File: config.mk
export PLATFORM = sky130hd
export DESIGN_NAME = sample_mean_std_core
export DESIGN_NICKNAME = d
export VERILOG_FILES = /design/src/rtl/sms_pkg.sv /design/src/rtl/sms_div.sv /design/src/rtl/sms_sqrt.sv /design/src/rtl/sms_dp.sv /design/src/rtl/sms_ctrl.sv /design/src/rtl/sample_mean_std_core.sv
export SDC_FILE = /design/constraint.sdc
export NUM_CORES = 2
export LEC_CHECK = 0
export BUFFER_PORTS_ARGS = -buffer_cell sky130_fd_sc_hd__buf_2
export CORE_AREA = 3 3 296 298
export CTS_BUF_LIST = sky130_fd_sc_hd__clkbuf_4 sky130_fd_sc_hd__clkbuf_8
export DETAILED_ROUTE_END_ITERATION = 6
export DIE_AREA = 0 0 299 301
export GPL_TIMING_DRIVEN = 0
export PLACE_DENSITY_LB_ADDON = 0.08
export SLEW_MARGIN = 40
export SYNTH_ARGS = -nofsm -noshare
export SYNTH_HDL_FRONTEND = slang
export SYNTH_SLANG_ARGS = --single-unit
File: constraint.sdc
create_clock -name clk -period 6.36 [get_ports clk]
set_clock_uncertainty 0.1 [all_clocks]
set_input_delay 0.636 -clock clk [delete_from_list [all_inputs] [get_ports clk]]
set_output_delay 0.636 -clock clk [all_outputs]
set_load 0.01 [all_outputs]
File: src/rtl/sms_pkg.sv
// ----------------------------------------------------------------------------
// sms_pkg
// Shared constants, derived widths and controller/datapath bundles for the
// sample mean and standard deviation core.
// ----------------------------------------------------------------------------
package sms_pkg;

	// sample port and run limits
	localparam int SAMPLE_W    = 16;
	localparam int SAMPLE_BITS = 16;
	localparam int MAX_SAMPLES = 1024;
	localparam int FRAC_W      = 8;

	// result field widths
	localparam int TOTAL_W = 11;
	localparam int MEAN_W  = 24;
	localparam int STD_W   = 24;

	// accumulator widths
	localparam int CNT_W   = $clog2(MAX_SAMPLES + 1);
	localparam int LOG_MAX = $clog2(MAX_SAMPLES);
	localparam int SUM_W   = SAMPLE_BITS + LOG_MAX;
	localparam int SQ_W    = 2 * SAMPLE_BITS + LOG_MAX;
	localparam int XSQ_W   = 2 * SAMPLE_BITS;

	// products: n*sumsq and sum*sum, difference D = n*sumsq - sum^2
	localparam int P1_W = CNT_W + SQ_W;
	localparam int P2_W = 2 * SUM_W;
	localparam int D_W  = P1_W;

	// shared divider: dividend D << 16, divisor n*(n-1)
	localparam int DVD_W = D_W + 2 * FRAC_W;
	localparam int DVS_W = 2 * CNT_W;

	// root of the scaled variance, and the quotient feeding it
	localparam int ROOT_W = SAMPLE_BITS + FRAC_W;
	localparam int QUO_W  = 2 * ROOT_W;

	// iteration counters
	localparam int MUL_CNT_W = $clog2(SUM_W);
	localparam int DIV_CNT_W = $clog2(DVD_W);
	localparam int SQR_CNT_W = $clog2(ROOT_W);

	// controller -> datapath commands
	typedef struct packed {
		logic acc;         // accept one sample word
		logic clear;       // clear the run accumulators
		logic mean_start;  // start mean divide and both products
		logic mean_ld;     // capture the mean quotient
		logic var_start;   // start variance divide
		logic sqrt_start;  // start root of variance quotient
		logic out_ld;      // load the result register
	} sms_cmd_t;

	// datapath -> controller status
	typedef struct packed {
		logic div_busy;
		logic mul_busy;
		logic sqrt_busy;
		logic single;      // run holds one sample
	} sms_sts_t;

endpackage

File: src/rtl/sms_div.sv
// ----------------------------------------------------------------------------
// sms_div
// Restoring divider, one quotient bit per cycle, MSB first. Shared by the
// mean and variance divides.
// ----------------------------------------------------------------------------
module sms_div (
	input  logic                       clk,
	input  logic                       arst_n,
	input  logic                       start,
	input  logic [sms_pkg::DVD_W-1:0]  dividend,
	input  logic [sms_pkg::DVS_W-1:0]  divisor,
	output logic                       busy,
	output logic [sms_pkg::QUO_W-1:0]  quotient
);
	import sms_pkg::*;

	logic                 busy_q;
	logic [DIV_CNT_W-1:0] cnt_q;
	logic [DVD_W-1:0]     dvd_q;
	logic [DVS_W-1:0]     dvs_q;
	logic [DVS_W-1:0]     rem_q;
	logic [QUO_W-1:0]     quot_q;

	logic [DVS_W:0]       cand;
	logic [DVS_W:0]       diff;
	logic                 fits;
	logic [DVS_W-1:0]     rem_nx;

	// trial subtract of the divisor from the shifted remainder
	assign cand   = {rem_q, dvd_q[DVD_W-1]};
	assign diff   = cand - {1'b0, dvs_q};
	assign fits   = cand >= {1'b0, dvs_q};
	assign rem_nx = fits ? diff[DVS_W-1:0] : cand[DVS_W-1:0];

	// control: busy from start until the last quotient bit is shifted in
	always_ff @(posedge clk or negedge arst_n) begin
		if (!arst_n) begin
			busy_q <= 1'b0;
			cnt_q  <= '0;
		end else if (start) begin
			busy_q <= 1'b1;
			cnt_q  <= DIV_CNT_W'(DVD_W - 1);
		end else if (busy_q) begin
			cnt_q <= cnt_q - DIV_CNT_W'(1);
			if (cnt_q == '0) begin
				busy_q <= 1'b0;
			end
		end
	end

	// operands and partial results; upper quotient bits are known zero
	always_ff @(posedge clk) begin
		if (start) begin
			dvd_q  <= dividend;
			dvs_q  <= divisor;
			rem_q  <= '0;
			quot_q <= '0;
		end else if (busy_q) begin
			dvd_q  <= {dvd_q[DVD_W-2:0], 1'b0};
			rem_q  <= rem_nx;
			quot_q <= {quot_q[QUO_W-2:0], fits};
		end
	end

	assign busy     = busy_q;
	assign quotient = quot_q;

endmodule

File: src/rtl/sms_sqrt.sv
// ----------------------------------------------------------------------------
// sms_sqrt
// Digit-by-digit integer square root, one root bit per cycle.
// ----------------------------------------------------------------------------
module sms_sqrt (
	input  logic                        clk,
	input  logic                        arst_n,
	input  logic                        start,
	input  logic [sms_pkg::QUO_W-1:0]   radicand,
	output logic                        busy,
	output logic [sms_pkg::ROOT_W-1:0]  root
);
	import sms_pkg::*;

	localparam int REM_W = ROOT_W + 2;

	logic                 busy_q;
	logic [SQR_CNT_W-1:0] cnt_q;
	logic [QUO_W-1:0]     rad_q;
	logic [REM_W-1:0]     rem_q;
	logic [ROOT_W-1:0]    root_q;

	logic [REM_W+1:0]     cand;
	logic [REM_W+1:0]     trial;
	logic [REM_W+1:0]     diff;
	logic                 fits;

	// bring down two radicand bits, try (root << 2) | 1
	assign cand  = {rem_q, rad_q[QUO_W-1 -: 2]};
	assign trial = (REM_W + 2)'({root_q, 2'b01});
	assign diff  = cand - trial;
	assign fits  = cand >= trial;

	// control: busy from start until the last root bit is shifted in
	always_ff @(posedge clk or negedge arst_n) begin
		if (!arst_n) begin
			busy_q <= 1'b0;
			cnt_q  <= '0;
		end else if (start) begin
			busy_q <= 1'b1;
			cnt_q  <= SQR_CNT_W'(ROOT_W - 1);
		end else if (busy_q) begin
			cnt_q <= cnt_q - SQR_CNT_W'(1);
			if (cnt_q == '0) begin
				busy_q <= 1'b0;
			end
		end
	end

	// radicand shift, remainder and root
	always_ff @(posedge clk) begin
		if (start) begin
			rad_q  <= radicand;
			rem_q  <= '0;
			root_q <= '0;
		end else if (busy_q) begin
			rad_q  <= {rad_q[QUO_W-3:0], 2'b00};
			rem_q  <= fits ? diff[REM_W-1:0] : cand[REM_W-1:0];
			root_q <= {root_q[ROOT_W-2:0], fits};
		end
	end

	assign busy = busy_q;
	assign root = root_q;

endmodule

File: src/rtl/sms_dp.sv
// ----------------------------------------------------------------------------
// sms_dp
// Datapath: run accumulators, serial shift-add products, shared divider,
// square root unit and the result register.
// ----------------------------------------------------------------------------
module sms_dp (
	input  logic                          clk,
	input  logic                          arst_n,
	input  sms_pkg::sms_cmd_t             cmd,
	input  logic [sms_pkg::SAMPLE_W-1:0]  sample,
	output sms_pkg::sms_sts_t             sts,
	output logic [sms_pkg::TOTAL_W-1:0]   sample_total,
	output logic [sms_pkg::MEAN_W-1:0]    mean_value,
	output logic [sms_pkg::STD_W-1:0]     std_value
);
	import sms_pkg::*;

	// run accumulators
	logic [CNT_W-1:0]       count_q;
	logic [SUM_W-1:0]       sum_q;
	logic [SQ_W-1:0]        sq_q;
	logic [SAMPLE_BITS-1:0] x;
	logic [XSQ_W-1:0]       xsq;
	logic                   room;

	// serial products
	logic                   mul_busy_q;
	logic [MUL_CNT_W-1:0]   mul_cnt_q;
	logic [P1_W-1:0]        mca_q;
	logic [P2_W-1:0]        mcb_q;
	logic [SUM_W-1:0]       mpa_q;
	logic [SUM_W-1:0]       mpb_q;
	logic [P1_W-1:0]        p1_q;
	logic [P2_W-1:0]        p2_q;

	// divide / root operands and results
	logic [CNT_W-1:0]       cnt_m1;
	logic [DVS_W-1:0]       nn1;
	logic [DVS_W-1:0]       nn1_q;
	logic [D_W-1:0]         d_val;
	logic                   div_start;
	logic                   div_busy;
	logic [DVD_W-1:0]       div_dvd;
	logic [DVS_W-1:0]       div_dvs;
	logic [QUO_W-1:0]       quot;
	logic                   sqrt_busy;
	logic [ROOT_W-1:0]      root;
	logic [MEAN_W-1:0]      mean_q;
	logic                   single;

	// result register
	logic [TOTAL_W-1:0]     total_q;
	logic [MEAN_W-1:0]      mean_out_q;
	logic [STD_W-1:0]       std_out_q;

	assign x    = sample[SAMPLE_BITS-1:0];
	assign xsq  = x * x;
	assign room = count_q < CNT_W'(MAX_SAMPLES);

	// accumulate while the run has room, clear when the result is loaded
	always_ff @(posedge clk or negedge arst_n) begin
		if (!arst_n) begin
			count_q <= '0;
			sum_q   <= '0;
			sq_q    <= '0;
		end else if (cmd.clear) begin
			count_q <= '0;
			sum_q   <= '0;
			sq_q    <= '0;
		end else if (cmd.acc && room) begin
			count_q <= count_q + CNT_W'(1);
			sum_q   <= sum_q + SUM_W'(x);
			sq_q    <= sq_q + SQ_W'(xsq);
		end
	end

	// shift-add products n*sumsq and sum*sum, one multiplier bit a cycle
	always_ff @(posedge clk or negedge arst_n) begin
		if (!arst_n) begin
			mul_busy_q <= 1'b0;
			mul_cnt_q  <= '0;
		end else if (cmd.mean_start) begin
			mul_busy_q <= 1'b1;
			mul_cnt_q  <= MUL_CNT_W'(SUM_W - 1);
		end else if (mul_busy_q) begin
			mul_cnt_q <= mul_cnt_q - MUL_CNT_W'(1);
			if (mul_cnt_q == '0) begin
				mul_busy_q <= 1'b0;
			end
		end
	end

	always_ff @(posedge clk) begin
		if (cmd.mean_start) begin
			mca_q <= P1_W'(sq_q);
			mpa_q <= SUM_W'(count_q);
			mcb_q <= P2_W'(sum_q);
			mpb_q <= sum_q;
			p1_q  <= '0;
			p2_q  <= '0;
		end else if (mul_busy_q) begin
			if (mpa_q[0]) begin
				p1_q <= p1_q + mca_q;
			end
			if (mpb_q[0]) begin
				p2_q <= p2_q + mcb_q;
			end
			mca_q <= {mca_q[P1_W-2:0], 1'b0};
			mcb_q <= {mcb_q[P2_W-2:0], 1'b0};
			mpa_q <= {1'b0, mpa_q[SUM_W-1:1]};
			mpb_q <= {1'b0, mpb_q[SUM_W-1:1]};
		end
	end

	// divisor n*(n-1), captured at the start of the run's math
	assign cnt_m1 = count_q - CNT_W'(1);
	assign nn1    = DVS_W'(count_q) * DVS_W'(cnt_m1);

	always_ff @(posedge clk) begin
		if (cmd.mean_start) begin
			nn1_q <= nn1;
		end
	end

	// D is never negative
	assign d_val = p1_q - P1_W'(p2_q);

	// divider operand select: mean (sum << 8) / n, else (D << 16) / n(n-1)
	assign div_start = cmd.mean_start | cmd.var_start;
	assign div_dvd   = cmd.mean_start ? DVD_W'({sum_q, FRAC_W'(0)})
	                                  : {d_val, (2 * FRAC_W)'(0)};
	assign div_dvs   = cmd.mean_start ? DVS_W'(count_q) : nn1_q;

	sms_div u_div (
		.clk      (clk),
		.arst_n   (arst_n),
		.start    (div_start),
		.dividend (div_dvd),
		.divisor  (div_dvs),
		.busy     (div_busy),
		.quotient (quot)
	);

	sms_sqrt u_sqrt (
		.clk      (clk),
		.arst_n   (arst_n),
		.start    (cmd.sqrt_start),
		.radicand (quot),
		.busy     (sqrt_busy),
		.root     (root)
	);

	// mean stays below 2^(SAMPLE_BITS+8), so the low bits are the value
	always_ff @(posedge clk) begin
		if (cmd.mean_ld) begin
			mean_q <= MEAN_W'(quot);
		end
	end

	assign single = count_q == CNT_W'(1);

	// result register, deviation forced to zero for a one-sample run
	always_ff @(posedge clk) begin
		if (cmd.out_ld) begin
			total_q    <= TOTAL_W'(count_q);
			mean_out_q <= mean_q;
			std_out_q  <= single ? '0 : STD_W'(root);
		end
	end

	assign sts.div_busy  = div_busy;
	assign sts.mul_busy  = mul_busy_q;
	assign sts.sqrt_busy = sqrt_busy;
	assign sts.single    = single;

	assign sample_total = total_q;
	assign mean_value   = mean_out_q;
	assign std_value    = std_out_q;

endmodule

File: src/rtl/sms_ctrl.sv
// ----------------------------------------------------------------------------
// sms_ctrl
// Controller: takes sample words, then sequences the mean divide, products,
// variance divide and root (not for one sample) and loads the result register.
// ----------------------------------------------------------------------------
module sms_ctrl (
	input  logic               clk,
	input  logic               arst_n,
	input  logic               in_valid,
	input  logic               last,
	input  logic               out_stall,
	input  sms_pkg::sms_sts_t  sts,
	output logic               in_stall,
	output logic               out_valid,
	output sms_pkg::sms_cmd_t  cmd
);
	import sms_pkg::*;

	localparam logic [2:0] ST_ACC       = 3'd0;
	localparam logic [2:0] ST_MEAN      = 3'd1;
	localparam logic [2:0] ST_MEAN_WAIT = 3'd2;
	localparam logic [2:0] ST_MUL_WAIT  = 3'd3;
	localparam logic [2:0] ST_VAR_WAIT  = 3'd4;
	localparam logic [2:0] ST_SQRT_WAIT = 3'd5;
	localparam logic [2:0] ST_FIN       = 3'd6;

	logic [2:0] state_q;
	logic [2:0] state_nx;
	logic       out_valid_q;
	logic       out_free;

	assign out_free = !out_valid_q || !out_stall;

	// next state and commands
	always_comb begin
		cmd      = '0;
		state_nx = state_q;
		unique case (state_q)
			ST_ACC: begin
				cmd.acc = in_valid;
				if (in_valid && last) begin
					state_nx = ST_MEAN;
				end
			end
			ST_MEAN: begin
				cmd.mean_start = 1'b1;
				state_nx       = ST_MEAN_WAIT;
			end
			ST_MEAN_WAIT: begin
				if (!sts.div_busy) begin
					cmd.mean_ld = 1'b1;
					state_nx    = ST_MUL_WAIT;
				end
			end
			ST_MUL_WAIT: begin
				if (!sts.mul_busy) begin
					if (sts.single) begin
						state_nx = ST_FIN;
					end else begin
						cmd.var_start = 1'b1;
						state_nx      = ST_VAR_WAIT;
					end
				end
			end
			ST_VAR_WAIT: begin
				if (!sts.div_busy) begin
					cmd.sqrt_start = 1'b1;
					state_nx       = ST_SQRT_WAIT;
				end
			end
			ST_SQRT_WAIT: begin
				if (!sts.sqrt_busy) begin
					state_nx = ST_FIN;
				end
			end
			ST_FIN: begin
				if (out_free) begin
					cmd.out_ld = 1'b1;
					cmd.clear  = 1'b1;
					state_nx   = ST_ACC;
				end
			end
			default: begin
				state_nx = ST_ACC;
			end
		endcase
	end

	// state and output valid
	always_ff @(posedge clk or negedge arst_n) begin
		if (!arst_n) begin
			state_q     <= ST_ACC;
			out_valid_q <= 1'b0;
		end else begin
			state_q <= state_nx;
			if (cmd.out_ld) begin
				out_valid_q <= 1'b1;
			end else if (!out_stall) begin
				out_valid_q <= 1'b0;
			end
		end
	end

	assign in_stall  = state_q != ST_ACC;
	assign out_valid = out_valid_q;

endmodule

File: src/rtl/sample_mean_std_core.sv
// ----------------------------------------------------------------------------
// sample_mean_std_core: count, mean and sample std deviation of a run.
// Sample words are taken one per cycle while in_stall is low; the word marked
// last closes the run. The result follows a 69-step divider pass and, for two
// or more samples, a second pass and a 24-step root. Reset clears the run.
// ----------------------------------------------------------------------------
module sample_mean_std_core (
	input  logic                          clk,
	input  logic                          arst_n,
	input  logic                          in_valid,
	output logic                          in_stall,
	input  logic [sms_pkg::SAMPLE_W-1:0]  sample,
	input  logic                          last,
	output logic                          out_valid,
	input  logic                          out_stall,
	output logic [sms_pkg::TOTAL_W-1:0]   sample_total,
	output logic [sms_pkg::MEAN_W-1:0]    mean_value,
	output logic [sms_pkg::STD_W-1:0]     std_value
);
	import sms_pkg::*;

	sms_cmd_t cmd;
	sms_sts_t sts;

	sms_ctrl u_ctrl (
		.clk       (clk),
		.arst_n    (arst_n),
		.in_valid  (in_valid),
		.last      (last),
		.out_stall (out_stall),
		.sts       (sts),
		.in_stall  (in_stall),
		.out_valid (out_valid),
		.cmd       (cmd)
	);

	sms_dp u_dp (
		.clk          (clk),
		.arst_n       (arst_n),
		.cmd          (cmd),
		.sample       (sample),
		.sts          (sts),
		.sample_total (sample_total),
		.mean_value   (mean_value),
		.std_value    (std_value)
	);

`ifndef NO_ASSERTIONS
	// words are only taken while no arithmetic unit is running
	a_idle_when_open: assert property (@(posedge clk) disable iff (!arst_n)
		!in_stall |-> !(sts.div_busy || sts.mul_busy || sts.sqrt_busy))
		else $error("input open while a unit is busy");

	// a pending result is never overwritten
	a_no_overwrite: assert property (@(posedge clk) disable iff (!arst_n)
		cmd.out_ld |-> (!out_valid || !out_stall))
		else $error("result register overwritten");

	// variance divide starts only once the products are done
	a_var_after_mul: assert property (@(posedge clk) disable iff (!arst_n)
		cmd.var_start |-> (!sts.mul_busy && !sts.div_busy))
		else $error("variance divide started early");

	// one-sample runs skip the root
	a_single_no_root: assert property (@(posedge clk) disable iff (!arst_n)
		cmd.sqrt_start |-> !sts.single)
		else $error("root started for a one-sample run");
`endif

endmodule

==> impl_results.md <==
* Crit-path max cell delay at 0.54 ns
* Worst EP required at 6.78 ns
* Cell leakage power at 26.7 nW
* Sequence of cells on the critical path: buf_4 -> clkbuf_2 -> nor3_1 -> nand2_1 -> ha_2 -> nand2b_1 -> fa_2 -> fa_1 -> fa_1 -> inv_2 -> fa_1 -> inv_1 -> fa_1 -> inv_2 -> ha_4 -> or3_4 -> o21ai_2 -> a21oi_2 -> a211oi_2 -> nor3_2 -> a211oi_2 -> o21bai_1 -> a21oi_2 -> xnor2_2
* Failing checks: design-rule violations, negative setup slack
* FFs w/ async S/R, synth at 0.146
* Fin. Hold Viols at 0
* DRC at 2
* Share of cells above drive strength 1 at 0.105
* Core area at 85100 um^2
* # clock sinks at 705
* Final Util at 0.673
* Multiplexer share of the synthesized area at 0.0263
* IO Pins at 82
* Total gr overflow at 0
* Reg clk slew, reported paths at 0.06 ns
* Total power at 15.7 mW
* Slew Limit Fails at 0
* Vias at 40600
* Starting Density at 0.597
* FF/Latch Area at 18000 um^2
* Hold WS at 0.105 ns
* Initial antenna violation count at 5
* Die Area at 90000 um^2
* Gpl congestion at 0.949
* First drt pass iteration count at 7
* Critical path launch point type: flip-flop
* CTS tree: built
* Final net count at 6564
* Setup crit end kind: flip-flop
* Final setup TNS at -0.137 ns
* Syn avg cell area at 9.11 um^2
* Top Layer Used: met4
* Horiz. Die Dim at 299 um
* DR WL met2 at 62.2 mm
* Sequential area share after synthesis at 0.355
* Synth Area in Adders at 0.210
* Critical Path Fanout Max at 10
* Rows at 107
* Later-pin clock latency in the skew report at 0.79 ns
* Number of synthesized flops with an enable pin at 340
* Critical Path AT at 6.89 ns
* Synthesis Warnings at 0
* Routed vias/inst at 5.71
* Antenna Violating Nets Remaining at 0
* H-tree Lvls at 3
* # port buffers at 81
* Post-synthesis cell count at 5583
* Met3 wire len at 8.71 mm
* CTS max path bufs at 3
* Final setup viols at 2
* Largest family of logic cells by synthesized area: adder cells
* RSZ-0062 raised after global routing: true
* Global-route wire length before repair at 215 mm
* Post-Synth XOR/XNOR Area at 0.0475
* PD cells at 274 nW/um^2
* Run status: complete, but fails checks
* Worst Hold Class: in2reg
* Yosys reg bits at 705
* Synth cell types at 94
* Met1 wire length at 60.7 mm
* Maximum vdd drop at 0.638 mV
* Syn_nets at 6290
* Clock buffer count from CTS at 119
* Crit path buffers/inverters at 5
* Worst slew pin tran at 0.886 ns
* Pin count of the biggest net entering global routing at 63
* Mapped cell area at 50900 um^2
* Period utilisation layout at 1.02
* Die Span Y at 301 um
* Top FF cell, synth: edfxtp_1
* Setup ws final at -0.111 ns
* Overall Global Routing Usage at 0.303
* Initial DRC count at 3237
* Post-synthesis simple-gate area fraction at 0.158
* WL/cell at 19.3 um
* Final WL at 137 mm
* Crit path time final at 6.47 ns
* CP top delay family: adder cells
* Root Buffer: clkbuf_8
* P&R area growth vs syn at 12.8%
* Dpl hpwl at 104 mm
* Max cap viols at 0
* Setup Crit Path Kind: reg2reg
* Fmax at 0.155 GHz
* Top cell by count, worst path: fa_1
* Vias in the first global route at 39500
* FILL cells at 7076
* Synth Area in Compound Gates at 0.139
* Max_slew headroom at 0.410
* Slowest CP cell: fa_1
* Area occupied by multi-input gates at 30400 um^2
[per-layer routing]
| metal | track usage | up-vias |
|---|---|---|
| met5 | 0 | - |
| met3 | 0.0418 | 260 |
| met4 | 0.124 | 0 |
| met1 | 0.420 | 19700 |
| met2 | 0.481 | 1216 |
| li1 | - | 19400 |
[power by group]
group | internal [mW] | switching, mW | total [mW]
combinational | 2.93 | 3.55 | 6.48
clock | 2.50 | 1.99 | 4.50
sequential | 4.72 | 0.0000000000000000309 | 4.72
[final cells by class]
cell class                      instances  share of cell area
Multi-Input combinational cell       4018               0.530
Sequential cell                       705               0.315
Inverter                              631              0.0417
Clock buffer                          173              0.0374
Tap cell                             1144              0.0250
Timing Repair Buffer                  159              0.0216
Buffer                                223              0.0208
Clock inverter                         52             0.00866
Antenna cell                            2           0.0000873
[synthesized netlist by cell type (18+ instances only)]
master | count | share of area
nand2_1 | 843 | 0.062
inv_1 | 628 | 0.046
ha_1 | 407 | 0.10
a21oi_1 | 373 | 0.037
nor2_1 | 343 | 0.025
edfxtp_1 | 340 | 0.20
fa_1 | 279 | 0.11
o21ai_0 | 271 | 0.027
dfxtp_1 | 262 | 0.10
clkbuf_1 | 191 | 0.014
a21o_1 | 170 | 0.025
xnor2_1 | 155 | 0.027
nand3_1 | 148 | 0.015
mux2i_1 | 129 | 0.025
xor2_1 | 121 | 0.021
dfrtp_1 | 103 | 0.051
and2_1 | 97 | 0.012
nand2b_1 | 81 | 0.010
nor2b_1 | 75 | 0.0092
nor3_1 | 59 | 0.0058
a211oi_1 | 54 | 0.0080
and3_1 | 41 | 0.0050
nand4_1 | 40 | 0.0049
a31oi_1 | 36 | 0.0044
o21bai_1 | 32 | 0.0047
o21a_1 | 30 | 0.0044
buf_1 | 24 | 0.0018
or3_1 | 24 | 0.0030
o211ai_1 | 23 | 0.0034
o31ai_1 | 18 | 0.0027
[final timing paths]
kind                                      start                   to  slack (ns)  cells past startpoint
min in group asynchronous                arst_n      u_dp.count_q[3]        0.28                      2
max in group asynchronous                arst_n      u_dp.count_q[2]        5.15                      3
worst min-delay path                  out_stall     u_ctrl.out_valid        0.10                      3
worst max register to register  u_dp.count_q[4]       u_dp.nn1_q[21]       -0.11                     24
worst max-delay path            u_dp.count_q[4]       u_dp.nn1_q[21]       -0.11                     24
worst min register to register  u_dp.mean_q[17]  u_dp.mean_value[17]        0.30                      0
[stage by stage]
| step | instances | instance area, um^2 | setup WS [ns] |
|---|---|---|---|
| final | 7107 | 57300 | -0.111 |
| after floorplan | 5583 | 51300 | -0.184 |
| after global routing | 7106 | 57300 | -0.271 |
| after global placement | 6808 | 53100 | -1.27 |
| after CTS | 7070 | 56600 | -0.0197 |
| after detailed placement | 6821 | 53400 | -1.20 |
[logic make-up after synthesis]
kind of cell | after synthesis
AO/OA/AOI/OAI | 1130
XOR/XNOR | 276
adder cells (fa/ha/maj) | 686
buffers and inverters | 860
flip-flops | 705
multiplexers | 133
AND/OR/NAND/NOR | 1793
[registers in the layout (all words and copies together) (netlist names), 42 cells and up]
signal and count:
u_dp.sq_q 42, u_dp.mca_q 53, u_dp.p1_q 53, u_dp.u_div.quotient 48, u_dp.mcb_q 52, u_dp.u_sqrt.rad_q 48, u_dp.p2_q 52, u_dp.u_div.dvd_q 61
[what timing repair did]
action / 4_1_cts / 5_1_grt
buffers inserted: 27 / 38
resized for setup: 100 / 128
endpoints found under the setup margin: 20 / 17
endpoints found under the hold margin: 41 / 0
hold buffers: 1 / 0
pin swaps: 34 / 88
[cells in the final DEF (no fill, tap or decap), types with 28 or more instances in the layout]
cell type  instances
a21o_1           170
nand2b_1          77
ha_4              28
nor3_1            49
nand3_1          146
a211oi_1          52
and3_1            39
clkbuf_1         151
dfrtp_1           94
edfxtp_1         340
inv_1            609
a31oi_1           35
nand2_1          826
nand4_1           40
clkbuf_4          43
buf_4             75
xor2_1           120
xnor2_1          151
nor2_1           334
mux2i_1          129
o21a_1            30
nor2b_1           73
clkbuf_8         137
a21oi_1          362
ha_1             375
buf_2             77
o21ai_0          267
fa_1             265
o21bai_1          32
dfxtp_1          262
and2_1            94
[worst register-to-register path: cells and delay by family, from the launching register on]
family | cells | cell delay, ns
adder cells (fa/ha/maj) | 7 | 3.05
AND/OR/NAND/NOR | 5 | 0.97
AO/OA/AOI/OAI | 6 | 0.96
buffers and inverters | 5 | 0.57
flip-flops | 1 | 0.46
XOR/XNOR | 1 | 0.10
No activity file was read; power rests on OpenSTA's default activity.
